`src/hdl/bphd_pkg.sv`:
```
`default_nettype none

package bphd_pkg;

  // Width of the per-button fields on the item ports
  localparam int unsigned BtnFieldW = 2;
  localparam int unsigned TimerW    = 16;

  // Register reset values
  localparam logic [TimerW-1:0] DebounceReset = 16'd10;
  localparam logic [TimerW-1:0] HoldReset     = 16'd500;

  // Configuration register indexes
  localparam logic CFG_DEBOUNCE = 1'b0;
  localparam logic CFG_HOLD     = 1'b1;

  // Item commands
  localparam logic CMD_TICK  = 1'b0;
  localparam logic CMD_CLEAR = 1'b1;

  // Sampled level code
  localparam logic LEVEL_DOWN = 1'b0;

  // Per-button control for one item
  typedef struct packed {
    logic fire;   // item moves into the result register this cycle
    logic clear;  // item is a clear command
    logic level;  // sampled level of this button
    logic sel;    // this button is selected by the clear mask
  } btn_ctrl_t;

  // Per-button status after the item
  typedef struct packed {
    logic was_pressed;
    logic held;
  } btn_stat_t;

endpackage

`default_nettype wire

```
`src/hdl/bphd_button.sv`:
```
`default_nettype none

module bphd_button (
  input  logic                         clk_i,
  input  logic                         rst_ni,
  input  bphd_pkg::btn_ctrl_t          ctrl_i,
  input  logic [bphd_pkg::TimerW-1:0]  debounce_ticks_i,
  input  logic [bphd_pkg::TimerW-1:0]  hold_ticks_i,
  output bphd_pkg::btn_stat_t          stat_d_o
);
  import bphd_pkg::*;

  typedef enum logic [3:0] {
    PH_IDLE        = 4'd0,
    PH_DOWN_DEB    = 4'd1,
    PH_TIMING      = 4'd2,
    PH_HELD        = 4'd3,
    PH_WAIT_UP     = 4'd4,
    PH_WAIT_UP_H   = 4'd5,
    PH_UP_DEB      = 4'd6,
    PH_UP_DEB_H    = 4'd7,
    PH_WAS_PRESSED = 4'd8
  } phase_e;

  phase_e            phase_q, phase_d;
  logic [TimerW-1:0] timer_q, timer_d;
  logic              timer_zero;
  logic [TimerW-1:0] timer_dec;

  assign timer_zero = (timer_q == '0);
  assign timer_dec  = timer_q - TimerW'(1);

  // Next phase and timer for the pending item
  always_comb begin
    phase_d = phase_q;
    timer_d = timer_q;
    if (ctrl_i.clear) begin
      if (ctrl_i.sel) begin
        phase_d = (phase_q == PH_HELD) ? PH_WAIT_UP_H : PH_IDLE;
      end
    end else begin
      unique case (phase_q)
        PH_IDLE: begin
          if (ctrl_i.level == LEVEL_DOWN) begin
            timer_d = debounce_ticks_i;
            phase_d = PH_DOWN_DEB;
          end
        end
        PH_DOWN_DEB: begin
          if (!timer_zero) begin
            timer_d = timer_dec;
          end else begin
            phase_d = PH_TIMING;
            timer_d = hold_ticks_i;
          end
        end
        PH_TIMING: begin
          if (ctrl_i.level == LEVEL_DOWN && !timer_zero) begin
            timer_d = timer_dec;
            if (timer_dec == '0) phase_d = PH_HELD;
          end else begin
            phase_d = PH_WAIT_UP;
          end
        end
        PH_WAIT_UP: begin
          if (ctrl_i.level != LEVEL_DOWN) begin
            timer_d = debounce_ticks_i;
            phase_d = PH_UP_DEB;
          end
        end
        PH_WAIT_UP_H: begin
          if (ctrl_i.level != LEVEL_DOWN) begin
            timer_d = debounce_ticks_i;
            phase_d = PH_UP_DEB_H;
          end
        end
        PH_UP_DEB: begin
          if (!timer_zero) timer_d = timer_dec;
          else             phase_d = PH_WAS_PRESSED;
        end
        PH_UP_DEB_H: begin
          if (!timer_zero) timer_d = timer_dec;
          else             phase_d = PH_IDLE;
        end
        // Latched phases hold until cleared
        default: begin
          phase_d = phase_q;
        end
      endcase
    end
  end

  // Status as seen after this item
  assign stat_d_o.was_pressed = (phase_d == PH_WAS_PRESSED);
  assign stat_d_o.held        = (phase_d == PH_HELD);

  // Advance state when the item transfers to the result register
  always_ff @(posedge clk_i or negedge rst_ni) begin
    if (!rst_ni) begin
      phase_q <= PH_IDLE;
      timer_q <= DebounceReset;
    end else if (ctrl_i.fire) begin
      phase_q <= phase_d;
      timer_q <= timer_d;
    end
  end

endmodule

`default_nettype wire

```
`src/hdl/button_press_hold_detector.sv`:
```
// A transfer on the input reaches the result port through the input register,
//   then the per-button state update into the result register.
// Throughput: one item per cycle unless the output stalls; the per-button phase
//   machines and timers all update in parallel between the two registers.
// Reset: all buttons idle, timers at ten, debounce_ticks 10, hold_ticks 500.
`default_nettype none

module button_press_hold_detector #(
  parameter int unsigned NUM_BUTTONS = 2
) (
  input  logic                             clk_i,
  input  logic                             rst_ni,
  // Configuration write port
  input  logic                             cfg_we_i,
  input  logic                             cfg_idx_i,
  input  logic [bphd_pkg::TimerW-1:0]      cfg_data_i,
  // Item input
  input  logic                             in_valid_i,
  output logic                             in_stall_o,
  input  logic                             command_i,
  input  logic [bphd_pkg::BtnFieldW-1:0]   button_levels_i,
  input  logic [bphd_pkg::BtnFieldW-1:0]   button_mask_i,
  // Result output
  output logic                             out_valid_o,
  input  logic                             out_stall_i,
  output logic [bphd_pkg::BtnFieldW-1:0]   was_pressed_o,
  output logic [bphd_pkg::BtnFieldW-1:0]   held_o,
  output logic [bphd_pkg::BtnFieldW-1:0]   active_o
);
  import bphd_pkg::*;

  logic [TimerW-1:0]    debounce_ticks_q, hold_ticks_q;
  logic                 in_valid_q;
  logic                 command_q;
  logic [BtnFieldW-1:0] levels_q, mask_q;
  logic                 out_valid_q;
  logic [BtnFieldW-1:0] was_pressed_q, held_q;
  logic [BtnFieldW-1:0] was_pressed_d, held_d;
  logic                 out_free;
  logic                 fire;
  logic                 in_xfer;
  btn_stat_t            stat_d [NUM_BUTTONS];

  // Handshake: result register frees when empty or taken
  assign out_free   = !out_valid_q || !out_stall_i;
  assign fire       = in_valid_q && out_free;
  assign in_stall_o = in_valid_q && !out_free;
  assign in_xfer    = in_valid_i && !in_stall_o;

  // Configuration registers
  always_ff @(posedge clk_i or negedge rst_ni) begin
    if (!rst_ni) begin
      debounce_ticks_q <= DebounceReset;
      hold_ticks_q     <= HoldReset;
    end else if (cfg_we_i) begin
      unique case (cfg_idx_i)
        CFG_DEBOUNCE: debounce_ticks_q <= cfg_data_i;
        CFG_HOLD:     hold_ticks_q     <= cfg_data_i;
        default:      hold_ticks_q     <= hold_ticks_q;
      endcase
    end
  end

  // Input register
  always_ff @(posedge clk_i or negedge rst_ni) begin
    if (!rst_ni) begin
      in_valid_q <= 1'b0;
    end else if (!in_stall_o) begin
      in_valid_q <= in_valid_i;
    end
  end

  always_ff @(posedge clk_i) begin
    if (in_xfer) begin
      command_q <= command_i;
      levels_q  <= button_levels_i;
      mask_q    <= button_mask_i;
    end
  end

  // One phase machine per button; buttons beyond the field see down and no mask
  for (genvar b = 0; b < NUM_BUTTONS; b++) begin : g_btn
    btn_ctrl_t ctrl;

    assign ctrl.fire  = fire;
    assign ctrl.clear = (command_q == CMD_CLEAR);
    if (b < BtnFieldW) begin : g_field
      assign ctrl.level = levels_q[b];
      assign ctrl.sel   = mask_q[b];
    end else begin : g_extra
      assign ctrl.level = LEVEL_DOWN;
      assign ctrl.sel   = 1'b0;
    end

    bphd_button u_button (
      .clk_i            (clk_i),
      .rst_ni           (rst_ni),
      .ctrl_i           (ctrl),
      .debounce_ticks_i (debounce_ticks_q),
      .hold_ticks_i     (hold_ticks_q),
      .stat_d_o         (stat_d[b])
    );
  end

  // Gather result bits; buttons beyond the field width are dropped
  for (genvar j = 0; j < BtnFieldW; j++) begin : g_res
    if (j < NUM_BUTTONS) begin : g_used
      assign was_pressed_d[j] = stat_d[j].was_pressed;
      assign held_d[j]        = stat_d[j].held;
    end else begin : g_unused
      assign was_pressed_d[j] = 1'b0;
      assign held_d[j]        = 1'b0;
    end
  end

  // Result register
  always_ff @(posedge clk_i or negedge rst_ni) begin
    if (!rst_ni) begin
      out_valid_q <= 1'b0;
    end else if (out_free) begin
      out_valid_q <= in_valid_q;
    end
  end

  always_ff @(posedge clk_i) begin
    if (fire) begin
      was_pressed_q <= was_pressed_d;
      held_q        <= held_d;
    end
  end

  assign out_valid_o   = out_valid_q;
  assign was_pressed_o = was_pressed_q;
  assign held_o        = held_q;
  assign active_o      = was_pressed_q | held_q;

endmodule

`default_nettype wire
```
`config.mk`:
```
export PLATFORM = sky130hd
export DESIGN_NAME = button_press_hold_detector
export DESIGN_NICKNAME = d
export VERILOG_FILES = /design/src/hdl/bphd_pkg.sv /design/src/hdl/bphd_button.sv /design/src/hdl/button_press_hold_detector.sv
export SDC_FILE = /design/constraint.sdc
export NUM_CORES = 1
export LEC_CHECK = 0
export BUFFER_PORTS_ARGS = -buffer_cell sky130_fd_sc_hd__buf_2
export CAP_MARGIN = 20
export CORE_MARGIN = 2
export CORE_UTILIZATION = 35
export DETAILED_ROUTE_END_ITERATION = 8
export HOLD_SLACK_MARGIN = 0.06
export MAX_ROUTING_LAYER = met4
export SLEW_MARGIN = 20
export SYNTH_ARGS = -nofsm -noshare
export SYNTH_HDL_FRONTEND = slang
export SYNTH_HIERARCHICAL = 1
export SYNTH_SLANG_ARGS = --single-unit
```
`constraint.sdc`:
```
create_clock -name clk_i -period 3.7 [get_ports clk_i]
set_input_delay 0 -clock clk_i [delete_from_list [all_inputs] [get_ports clk_i]]
set_output_delay 0 -clock clk_i [all_outputs]
set_load 0.005 [all_outputs]
```
==> results of run 1 <==
-- final timing paths --
path,cells after the start,to,slack [ps],start
worst max-delay path,7,g_btn[1].u_button/timer_q[1]$_DFFE_PN1P_,850,g_btn[1].u_button/timer_q[5]$_DFFE_PN0P_
worst min-delay path,2,g_btn[1].u_button/phase_q[0]$_DFFE_PN0P_,330,rst_ni
worst max register to register,7,g_btn[1].u_button/timer_q[1]$_DFFE_PN1P_,850,g_btn[1].u_button/timer_q[5]$_DFFE_PN0P_
worst min register to register,1,out_valid_o$_DFFE_PN0P_,480,in_valid_q$_DFFE_PN0N_
max in group asynchronous,2,g_btn[0].u_button/timer_q[5]$_DFFE_PN0P_,2720,rst_ni
min in group clk_i,3,hold_ticks_q[15]$_DFFE_PN0P_,330,cfg_we_i
-- cell families after synthesis --
kind of cell | Yosys count
AOI/OAI and AO/OA | 194
buffers and inverters | 67
xor gates and xnor gates | 6
adders and majority gates | 6
and+or+nand+nor | 150
DFF | 83
muxes | 41
-- final cells by class --
class,instances,area [sq um],area share
multi-input cells,397,2910,0.471
flip-flops and latches,83,2140,0.346
repair buffers,66,475,0.0770
clock buffers,10,239,0.0387
well taps,188,235,0.0381
inverters,29,109,0.0176
clock inverters,6,71.3,0.0115
-- critical path: stages, from the launching register on --
cell and delay, ps:
dfrtp_1 440, nor4_2 440, and2_1 400, a21oi_1 120
o211ai_1 210, buf_4 240, or2_1 530, mux2_2 400
-- layer usage --
metal	part of all wire	global-route usage	wire length [um]	vias up
li1	-	-	-	2179
met1	0.46	0.256	6520	2243
met2	0.44	0.277	6260	219
met3	0.071	0.0409	1010	28
met4	0.028	0.0627	395	0
met5	0	-	0	-
-- registers in the layout (all words and copies together) (netlist names), 2 cells and up --
signal,count
hold_ticks_q,16
held_o,2
levels_q,2
g_btn.u_button/phase_q,8
mask_q,2
was_pressed_o,2
debounce_ticks_q,16
g_btn.u_button/timer_q,32
-- cell usage in the layout, fill, tap and decap left out, types with 8 or more instances in the layout --
master	n
a211oi_1	11
a21oi_1	33
a22o_1	20
a22oi_1	15
a31oi_1	15
buf_2	33
buf_4	8
clkbuf_16	9
dfrtp_1	62
dfstp_2	12
dlygate4sd3_1	25
edfxtp_1	9
inv_1	29
mux2_2	30
mux2_4	10
nand2_1	21
nand3_1	10
nand4_1	9
nor2_1	25
nor3_1	16
o21ai_0	24
o22ai_1	18
o31a_1	14
or3_1	10
-- power by group --
group	switching, mW	internal, mW	total, mW
combinational	1.12	0.792	1.91
clock	0.392	0.550	0.942
sequential	0.377	1.20	1.58
-- repair_timing --
| action | 4_1_cts | 5_1_grt |
|---|---|---|
| hold endpoints to repair | 101 | 0 |
| gates resized for setup | 0 | 0 |
| hold buffers | 25 | 0 |
==> flow_metrics.tcl, run 1 <==
set metrics [dict create \
    h-tree-depth 3 \
    synth_area_leaders "dfrtp_1 29%, mux2_2 6.3%, dfstp_2 5.9%, edfxtp_1 5.0%, a22o_1 3.3%" \
    rsz0062_at_grt "no" \
    synth_edf_count 9 \
    clkTransAtPathRegs_ps 70 \
    first_pass_iters 5 \
    yosysWarnings 6 \
    track_usage 0.187 \
    tightest_slew_ps 1070 \
    dp.cells 738 \
    hold_ws_ps 331 \
    cts_made_buffers 9 \
    yosysSeqAreaShare 0.397 \
    synth_top_family_by_area "compound AO/OA/AOI/OAI gates" \
    synth_xor_area_frac 0.00977 \
    synth-compound-area-share 0.257 \
    rows 45 \
    start_kind "flop" \
    place_congestion 0.939 \
    final.setup.worst_slack_ps 846 \
    io_buffers 34 \
    drc_errors 0 \
    postCtsSetupRepairBufs 0 \
    overflow 0 \
    grt_max_degree 75 \
    num_antenna_cells 0 \
    die-area_sq_mm 0.0164 \
    cts_root_buf "clkbuf_16" \
    num_vias 4669 \
    cts_tree "built" \
    antenna_found_initial 0 \
    dp_slack_ps 913 \
    synthTopCellsByCount "62 x dfrtp_1, 33 x a21oi_1, 30 x mux2_2" \
    drv_slew 0 \
    fin_nets 619 \
    wl_per_cell_um 18.2 \
    die_w_um 128 \
    ir_drop_uv 315 \
    setup_tns_ps 0 \
    period_needed_ps 2850 \
    insertion_delay_ps 340 \
    area_growth_pct 14.9 \
    power.density_mw_per_mm2 718 \
    synth_nets 580 \
    finalNonFillerCells 779 \
    fillers 1461 \
    die_y_um 128 \
    cts_buffer_depth 2 \
    initial_core_util 0.356 \
    syn_area_sq_mm 0.00538 \
    grt_pass1_vias 4565 \
    final_cell_area_sq_mm 0.00618 \
    synthSimpleGateAreaFrac 0.168 \
    grt_pass1_wl_um 23900 \
    vias_per_cell 5.99 \
    worstSetupEndpointType "flop" \
    leakagePower_nw 2.46 \
    wl_um 14200 \
    post-route-util 0.409 \
    finalPower_mw 4.44 \
    worstSetupPathType "flop to flop" \
    setup_viol 0 \
    place_area_sq_mm 0.00562 \
    synth.avg_cell_area_sq_um 9.83 \
    coreArea_sq_mm 0.0151 \
    synth_cells 547 \
    status "completed" \
    fmax_ghz 0.350 \
    critPathArrivalTime_ps 3130 \
    synthArstFlopShare 0.892 \
    first_iter_violations 496 \
    final-hold-violation-count 0 \
    maxCapViolCount 0 \
    ys_ff_latch 83 \
    yosysTopAreaCell "dfrtp_1" \
    fin_worst_skew_ps 6.69 \
    drive_above_1_share 0.217 \
    fin_crit_sh 0.771 \
    place_hpwl_um 9750 \
    io_pins 35 \
    slew_headroom 0.289 \
    clock-sinks 83 \
    post-synth-top-area-fraction 0.289 \
    crit_required_ps 3980 \
    post-synth-top-count-cell "dfrtp_1" \
    yosysUniqueCellTypes 78 \
    muxShareOfSynthArea 0.0926 \
    min_path_type "primary input to async pin" \
    antenna_left 0 \
    cp_max_fo 16 \
    yosys.area_share.adder 0.0140 \
    synthFlopType "dfrtp_1" \
]
Note: power is estimated with default switching activity, not from simulation.
==> run 2: changes to the inputs <==
--- a/config.mk
+++ b/config.mk
@@ -5,6 +5,7 @@
 export SDC_FILE = /design/constraint.sdc
 export NUM_CORES = 1
 export LEC_CHECK = 0
+export ABC_AREA = 1
 export BUFFER_PORTS_ARGS = -buffer_cell sky130_fd_sc_hd__buf_2
 export CAP_MARGIN = 20
 export CORE_MARGIN = 2
==> constraint.sdc (replaced) <==
create_clock -name clk_i -period 2.7 [get_ports clk_i]
set_input_delay 0 -clock clk_i [delete_from_list [all_inputs] [get_ports clk_i]]
set_output_delay 0 -clock clk_i [all_outputs]
set_load 0.005 [all_outputs]
==> flow_metrics.tcl, run 2 <==
set metrics [dict create \
    place_congestion 0.907 \
    fillers 1654 \
    place_hpwl_um 10400 \
    wl_per_cell_um 14.3 \
    antenna_found_initial 0 \
    yosysUniqueCellTypes 44 \
    io_buffers 34 \
    area_growth_pct 15.8 \
    io_pins 35 \
    cts_buffer_depth 2 \
    cp_cell_sequence "inv_1 -> ha_1 -> xnor2_1 -> nand2_1 -> nor2_1 -> nand2_1 -> nor2_1 -> nand2_1 -> nor2_1 -> nand3_1 -> nand2_1 -> nand2_1 -> nand2_1 -> nor2_1" \
    post-route-util 0.409 \
    die_w_um 130 \
    min_path_type "primary input to flop" \
    drc_errors 0 \
    yosysWarnings 6 \
    fmax_ghz 0.442 \
    overflow 0 \
    clock-sinks 83 \
    max_flop_register "g_btn.u_button/timer_q" \
    fin_crit_sh 0.838 \
    worstSetupPathType "flop to flop" \
    crit_required_ps 2810 \
    cpMaxStageDelayCell "dfstp_2" \
    ir_drop_uv 361 \
    h-tree-depth 3 \
    first_iter_violations 403 \
    synth_cells 748 \
    coreArea_sq_mm 0.0157 \
    post_cts_resize_count 0 \
    tightest_slew_ps 997 \
    antenna_left 0 \
    postCtsSetupRepairBufs 0 \
    critPathArrivalTime_ps 2370 \
    power.density_mw_per_mm2 942 \
    slew_headroom 0.335 \
    yosysSeqAreaShare 0.385 \
    die_y_um 130 \
    synthArstFlopShare 0.892 \
    hold_ws_ps 87.3 \
    grt_pass1_wl_um 24400 \
    post-synth-top-area-fraction 0.280 \
    die-area_sq_mm 0.0169 \
    status "completed" \
    syn_area_sq_mm 0.00555 \
    crit_top_cell "nand2_1" \
    layout_commonest_cell "nand2_1" \
    leakagePower_nw 3.02 \
    synthTopCellsByCount "246 x nand2_1, 72 x nand3_1, 65 x inv_1" \
    cts_root_buf "clkbuf_16" \
    fin_nets 837 \
    setup_tns_ps 0 \
    final-hold-violation-count 0 \
    layout_common_cells "246 x nand2_1, 72 x nand3_1, 65 x inv_1, 63 x nor2_1, 62 x dfrtp_1" \
    reg.largest.list "g_btn.u_button/timer_q x32, debounce_ticks_q x16, hold_ticks_q x16" \
    period_needed_ps 2260 \
    ys_ff_latch 83 \
    wirelength_met1_um 6780 \
    grt_pass1_vias 4851 \
    initial_core_util 0.353 \
    num_antenna_cells 0 \
    synth_edf_count 9 \
    cp_max_fo 4 \
    rows 46 \
    largest_reg_flops 32 \
    cts_made_buffers 9 \
    num_vias 5041 \
    vias_per_cell 4.92 \
    drv_slew 0 \
    synth_nets 781 \
    worstSetupEndpointType "flop" \
    synth.avg_cell_area_sq_um 7.42 \
    top_layer "met4" \
    wl_um 14600 \
    drive_above_1_share 0.173 \
    rsz0062_at_grt "no" \
    track_usage 0.192 \
    fin_worst_skew_ps 12.3 \
    wl_met2_um 7080 \
    setup_viol 0 \
    start_kind "flop" \
    synthFlopType "dfrtp_1" \
    cts_tree "built" \
    cts_hold_buf 25 \
    yosysTopAreaCell "dfrtp_1" \
    first_pass_iters 5 \
    met3_length_um 597 \
    synth_area_leaders "dfrtp_1 28%, nand2_1 17%, nand3_1 6.5%, dfstp_2 5.7%, edfxtp_1 4.9%" \
    insertion_delay_ps 360 \
    clkTransAtPathRegs_ps 70 \
    grt_max_degree 75 \
    max_stage_delay_ps 560 \
    maxCapViolCount 0 \
    post-synth-top-count-cell "nand2_1" \
]
run 2: changes by cell type in the layout (fill, tap and decap cells not counted), moves of 18 or more:
| cell | change |
|---|---|
| a22o_1 | -20 |
| inv_1 | +36 |
| mux2_2 | -30 |
| nand2_1 | +225 |
| nand3_1 | +62 |
| nor2_1 | +38 |
| o21ai_1 | +23 |
| o22ai_1 | -18 |
run 2: path summary, 6_finish.rpt:
| path | from | end | slack (ps) | depth (start not counted) |
|---|---|---|---|---|
| max reg2reg | g_btn[0].u_button/timer_q[1]$_DFFE_PN1P_ | was_pressed_o[0]$_DFFE_PP_ | 440 | 14 |
| max | g_btn[0].u_button/timer_q[1]$_DFFE_PN1P_ | was_pressed_o[0]$_DFFE_PP_ | 440 | 14 |
| min reg2reg | debounce_ticks_q[3]$_DFFE_PN1P_ | debounce_ticks_q[3]$_DFFE_PN1P_ | 470 | 2 |
| max in group asynchronous | rst_ni | g_btn[1].u_button/phase_q[1]$_DFFE_PN0P_ | 1700 | 2 |
| min in group asynchronous | rst_ni | debounce_ticks_q[4]$_DFFE_PN0P_ | 360 | 2 |
| min | cfg_idx_i | hold_ticks_q[7]$_DFFE_PN1P_ | 90 | 3 |
run 2: critical path: cells and delay by family (launching register included):
kind	cells	cell delay, ps
xor+xnor	1	240
fa+ha+maj	1	250
buf+inv	1	90
flops	1	560
simple gates	11	890
run 2: per-layer routing:
layer  vias to the layer above  global-route usage
met2                       107               0.312
met3                        16              0.0328
met1                      2351               0.244
li1                       2567                   -
met4                         0              0.0595
met5                         -                   -
run 2: stage by stage:
step                      std cells  power (mW)  setup slack, ps  instance area [sq um]
final                          1025        6.06              436                   6430
after detailed placement        984        4.67              509                   5860
after CTS                      1025        6.09              458                   6430
after global routing           1025        6.56              193                   6430
after global placement          984        4.68              554                   5860
after floorplan                 748        4.03              601                   5550
run 2: area by class of cell:
cell class                 count  area (sq um)  area share
clock buffer                  11           254      0.0395
clock inverter                 5          66.3      0.0103
inverter                      78           305      0.0475
multi-input combinational    568          2930       0.456
sequential                    83          2140       0.332
tap                          216           270      0.0420
timing repair buffer          64           460      0.0716
run 2: power by group:
group          switching [mW]  internal, mW
logic                    1.80         0.899
registers               0.371          1.62
clock network           0.569         0.788
run 2: logic make-up (layout without fill, tap and decap cells):
family / Yosys count / in the layout / synth area share
flops: 83 / 83 / 0.385
simple gates: 431 / 431 / 0.351
buf+inv: 97 / 158 / 0.0863
compound gates: 122 / 122 / 0.150
xor+xnor: 9 / 9 / 0.0142
fa+ha+maj: 6 / 6 / 0.0135
==> run 3: changes to the inputs <==
==> constraint.sdc (replaced) <==
create_clock -name clk_i -period 2.4 [get_ports clk_i]
set_input_delay 0 -clock clk_i [delete_from_list [all_inputs] [get_ports clk_i]]
set_output_delay 0 -clock clk_i [all_outputs]
set_load 0.005 [all_outputs]
==> flow_metrics.tcl, run 3 (synthesis results as in run 2) <==
set metrics [dict create \
    status "completed" \
    met3_length_um 504 \
    r2r_cells 12 \
    fin_crit_sh 0.901 \
    layout_common_cells "245 x nand2_1, 72 x nand3_1, 63 x inv_1, 63 x nor2_1, 62 x dfrtp_1" \
    leakagePower_nw 3.05 \
    max_flop_register "g_btn.u_button/timer_q" \
    pwr-share-seq 0.324 \
    power_switching_share 0.452 \
    rr_startpoint "g_btn[1].u_button/timer_q[1]$_DFFE_PN1P_" \
    overflow 0 \
    wl_per_cell_um 14.1 \
    antenna_left 0 \
    layout_commonest_cell "nand2_1" \
    top_layer "met4" \
    rsz0062_at_grt "no" \
    grt_max_degree 74 \
    hold_path_end "hold_ticks_q[8]$_DFFE_PN1P_" \
    fillers 1628 \
    grt_pass1_vias 4765 \
    h-tree-depth 3 \
    io_buffers 34 \
    pwr-share-comb 0.454 \
    rr_endpoint "g_btn[1].u_button/timer_q[13]$_DFFE_PN0P_" \
    die-area_sq_mm 0.0169 \
    drive_above_1_share 0.184 \
    place_hpwl_um 10300 \
    rows 46 \
    grt_pass1_wl_um 24000 \
    drc_errors 0 \
    track_usage 0.188 \
    slew_headroom 0.348 \
    io_pins 35 \
    largest_reg_flops 32 \
    cp_max_fo 13 \
    crit_required_ps 2660 \
    cts_tree "built" \
    insertion_delay_ps 350 \
    worstSetupPathType "flop to flop" \
    wl_um 14600 \
    cts_root_buf "clkbuf_16" \
    finalPower_mw 6.88 \
    min_from "cfg_idx_i" \
    first_iter_violations 407 \
    power.density_mw_per_mm2 1060 \
    coreArea_sq_mm 0.0157 \
    p_sw_mw 3.11 \
    min_path_type "primary input to flop" \
    clkTransAtPathRegs_ps 70 \
    drv_slew 0 \
    cts_buffer_depth 2 \
    vias_per_cell 4.88 \
    cts_made_buffers 9 \
    area_growth_pct 16.7 \
    die_w_um 130 \
    clock-sinks 83 \
    first_pass_iters 5 \
    internal-power_mw 3.77 \
    final-hold-violation-count 0 \
    period_needed_ps 2160 \
    wirelength_met1_um 6930 \
    die_y_um 130 \
    wl_met2_um 6860 \
    pwr-share-clk 0.222 \
    tightest_slew_ps 977 \
    fin_worst_skew_ps 9.01 \
    worstSetupEndpointType "flop" \
    place_congestion 0.877 \
    min_path_cells 3 \
    setup_viol 0 \
    antenna_found_initial 0 \
    reg.largest.list "g_btn.u_button/timer_q x32, debounce_ticks_q x16, hold_ticks_q x16" \
    initial_core_util 0.353 \
    num_vias 5024 \
    start_kind "flop" \
    ff_latch_area_sq_mm 0.00214 \
    setup_tns_ps 0 \
    ir_drop_uv 398 \
    r2r_slack_ps 240 \
    num_antenna_cells 0 \
    fin_nets 842 \
    critPathArrivalTime_ps 2420 \
    fmax_ghz 0.462 \
    maxCapViolCount 0 \
    multi_input_area_sq_mm 0.00295 \
]
==> run 3: power by group through the flow <==
| stage | registers, mW | clock network, mW | logic (mW) |
|---|---|---|---|
| finish | 2.23 | 1.53 | 3.12 |
| global route | 2.29 | 1.61 | 3.53 |
| CTS | 2.22 | 1.56 | 3.09 |
| detailed placement | 2.24 | 0 | 3.04 |
| global placement | 2.24 | 0 | 3.04 |
| floorplan | 2.15 | 0 | 2.38 |
==> run 3: area by class of cell <==
type | instances | share of cell area
Multi-Input combinational cell | 568 | 0.455
Sequential cell | 83 | 0.330
Clock buffer | 11 | 0.0392
Timing Repair Buffer | 69 | 0.0769
Clock inverter | 5 | 0.0102
Inverter | 78 | 0.0471
Tap cell | 216 | 0.0417
==> run 3: worst max-delay path: stages (launching register included) <==
cell	delay [ps]
dfstp_2	530
inv_1	80
ha_1	210
nand3_1	80
nor2_1	70
nand2_4	120
inv_4	60
nand2_1	120
o21ai_2	100
a221oi_4	260
buf_4	260
nand2_1	90
o21ai_1	110
==> run 3: stage by stage <==
step	worst slack (ps)	std cells	util	hold WS (ps)	cell area (sq um)
floorplan	301	748	-	-296	5550
global placement	217	989	0.375	179	5890
detailed placement	193	989	0.375	179	5890
CTS	167	1030	0.411	92.8	6460
global route	20.6	1030	0.412	139	6480
finish	238	1030	0.412	97.2	6480
==> run 3: how the worst max path moves through the flow <==
stage                                                  start                                   endpoint  slack (ps)  cells after the start
floorplan                            out_valid_o$_DFFE_PN0P_   g_btn[0].u_button/timer_q[9]$_DFFE_PN0P_         300                      7
global placement    g_btn[0].u_button/timer_q[0]$_DFFE_PN0P_                 was_pressed_o[0]$_DFFE_PP_         220                     15
detailed placement  g_btn[0].u_button/timer_q[1]$_DFFE_PN1P_                 was_pressed_o[0]$_DFFE_PP_         190                     14
CTS                 g_btn[0].u_button/timer_q[1]$_DFFE_PN1P_                 was_pressed_o[0]$_DFFE_PP_         170                     14
global route        g_btn[0].u_button/timer_q[0]$_DFFE_PN0P_                 was_pressed_o[0]$_DFFE_PP_          20                     15
finish              g_btn[1].u_button/timer_q[1]$_DFFE_PN1P_  g_btn[1].u_button/timer_q[13]$_DFFE_PN0P_         240                     12
==> run 3: metal layers <==
metal,GRT usage,vias up
met5,-,-
met4,0.0626,0
met1,0.243,2301
met3,0.0279,27
met2,0.304,113
li1,-,2583
==> run 3: repair_timing <==
item | 4_1_cts | 5_1_grt
setup buffers | 0 | 0
hold buffers | 25 | 0
endpoints found under the hold margin | 101 | 0
setup endpoints to repair | 0 | 3
gates resized for setup | 0 | 5
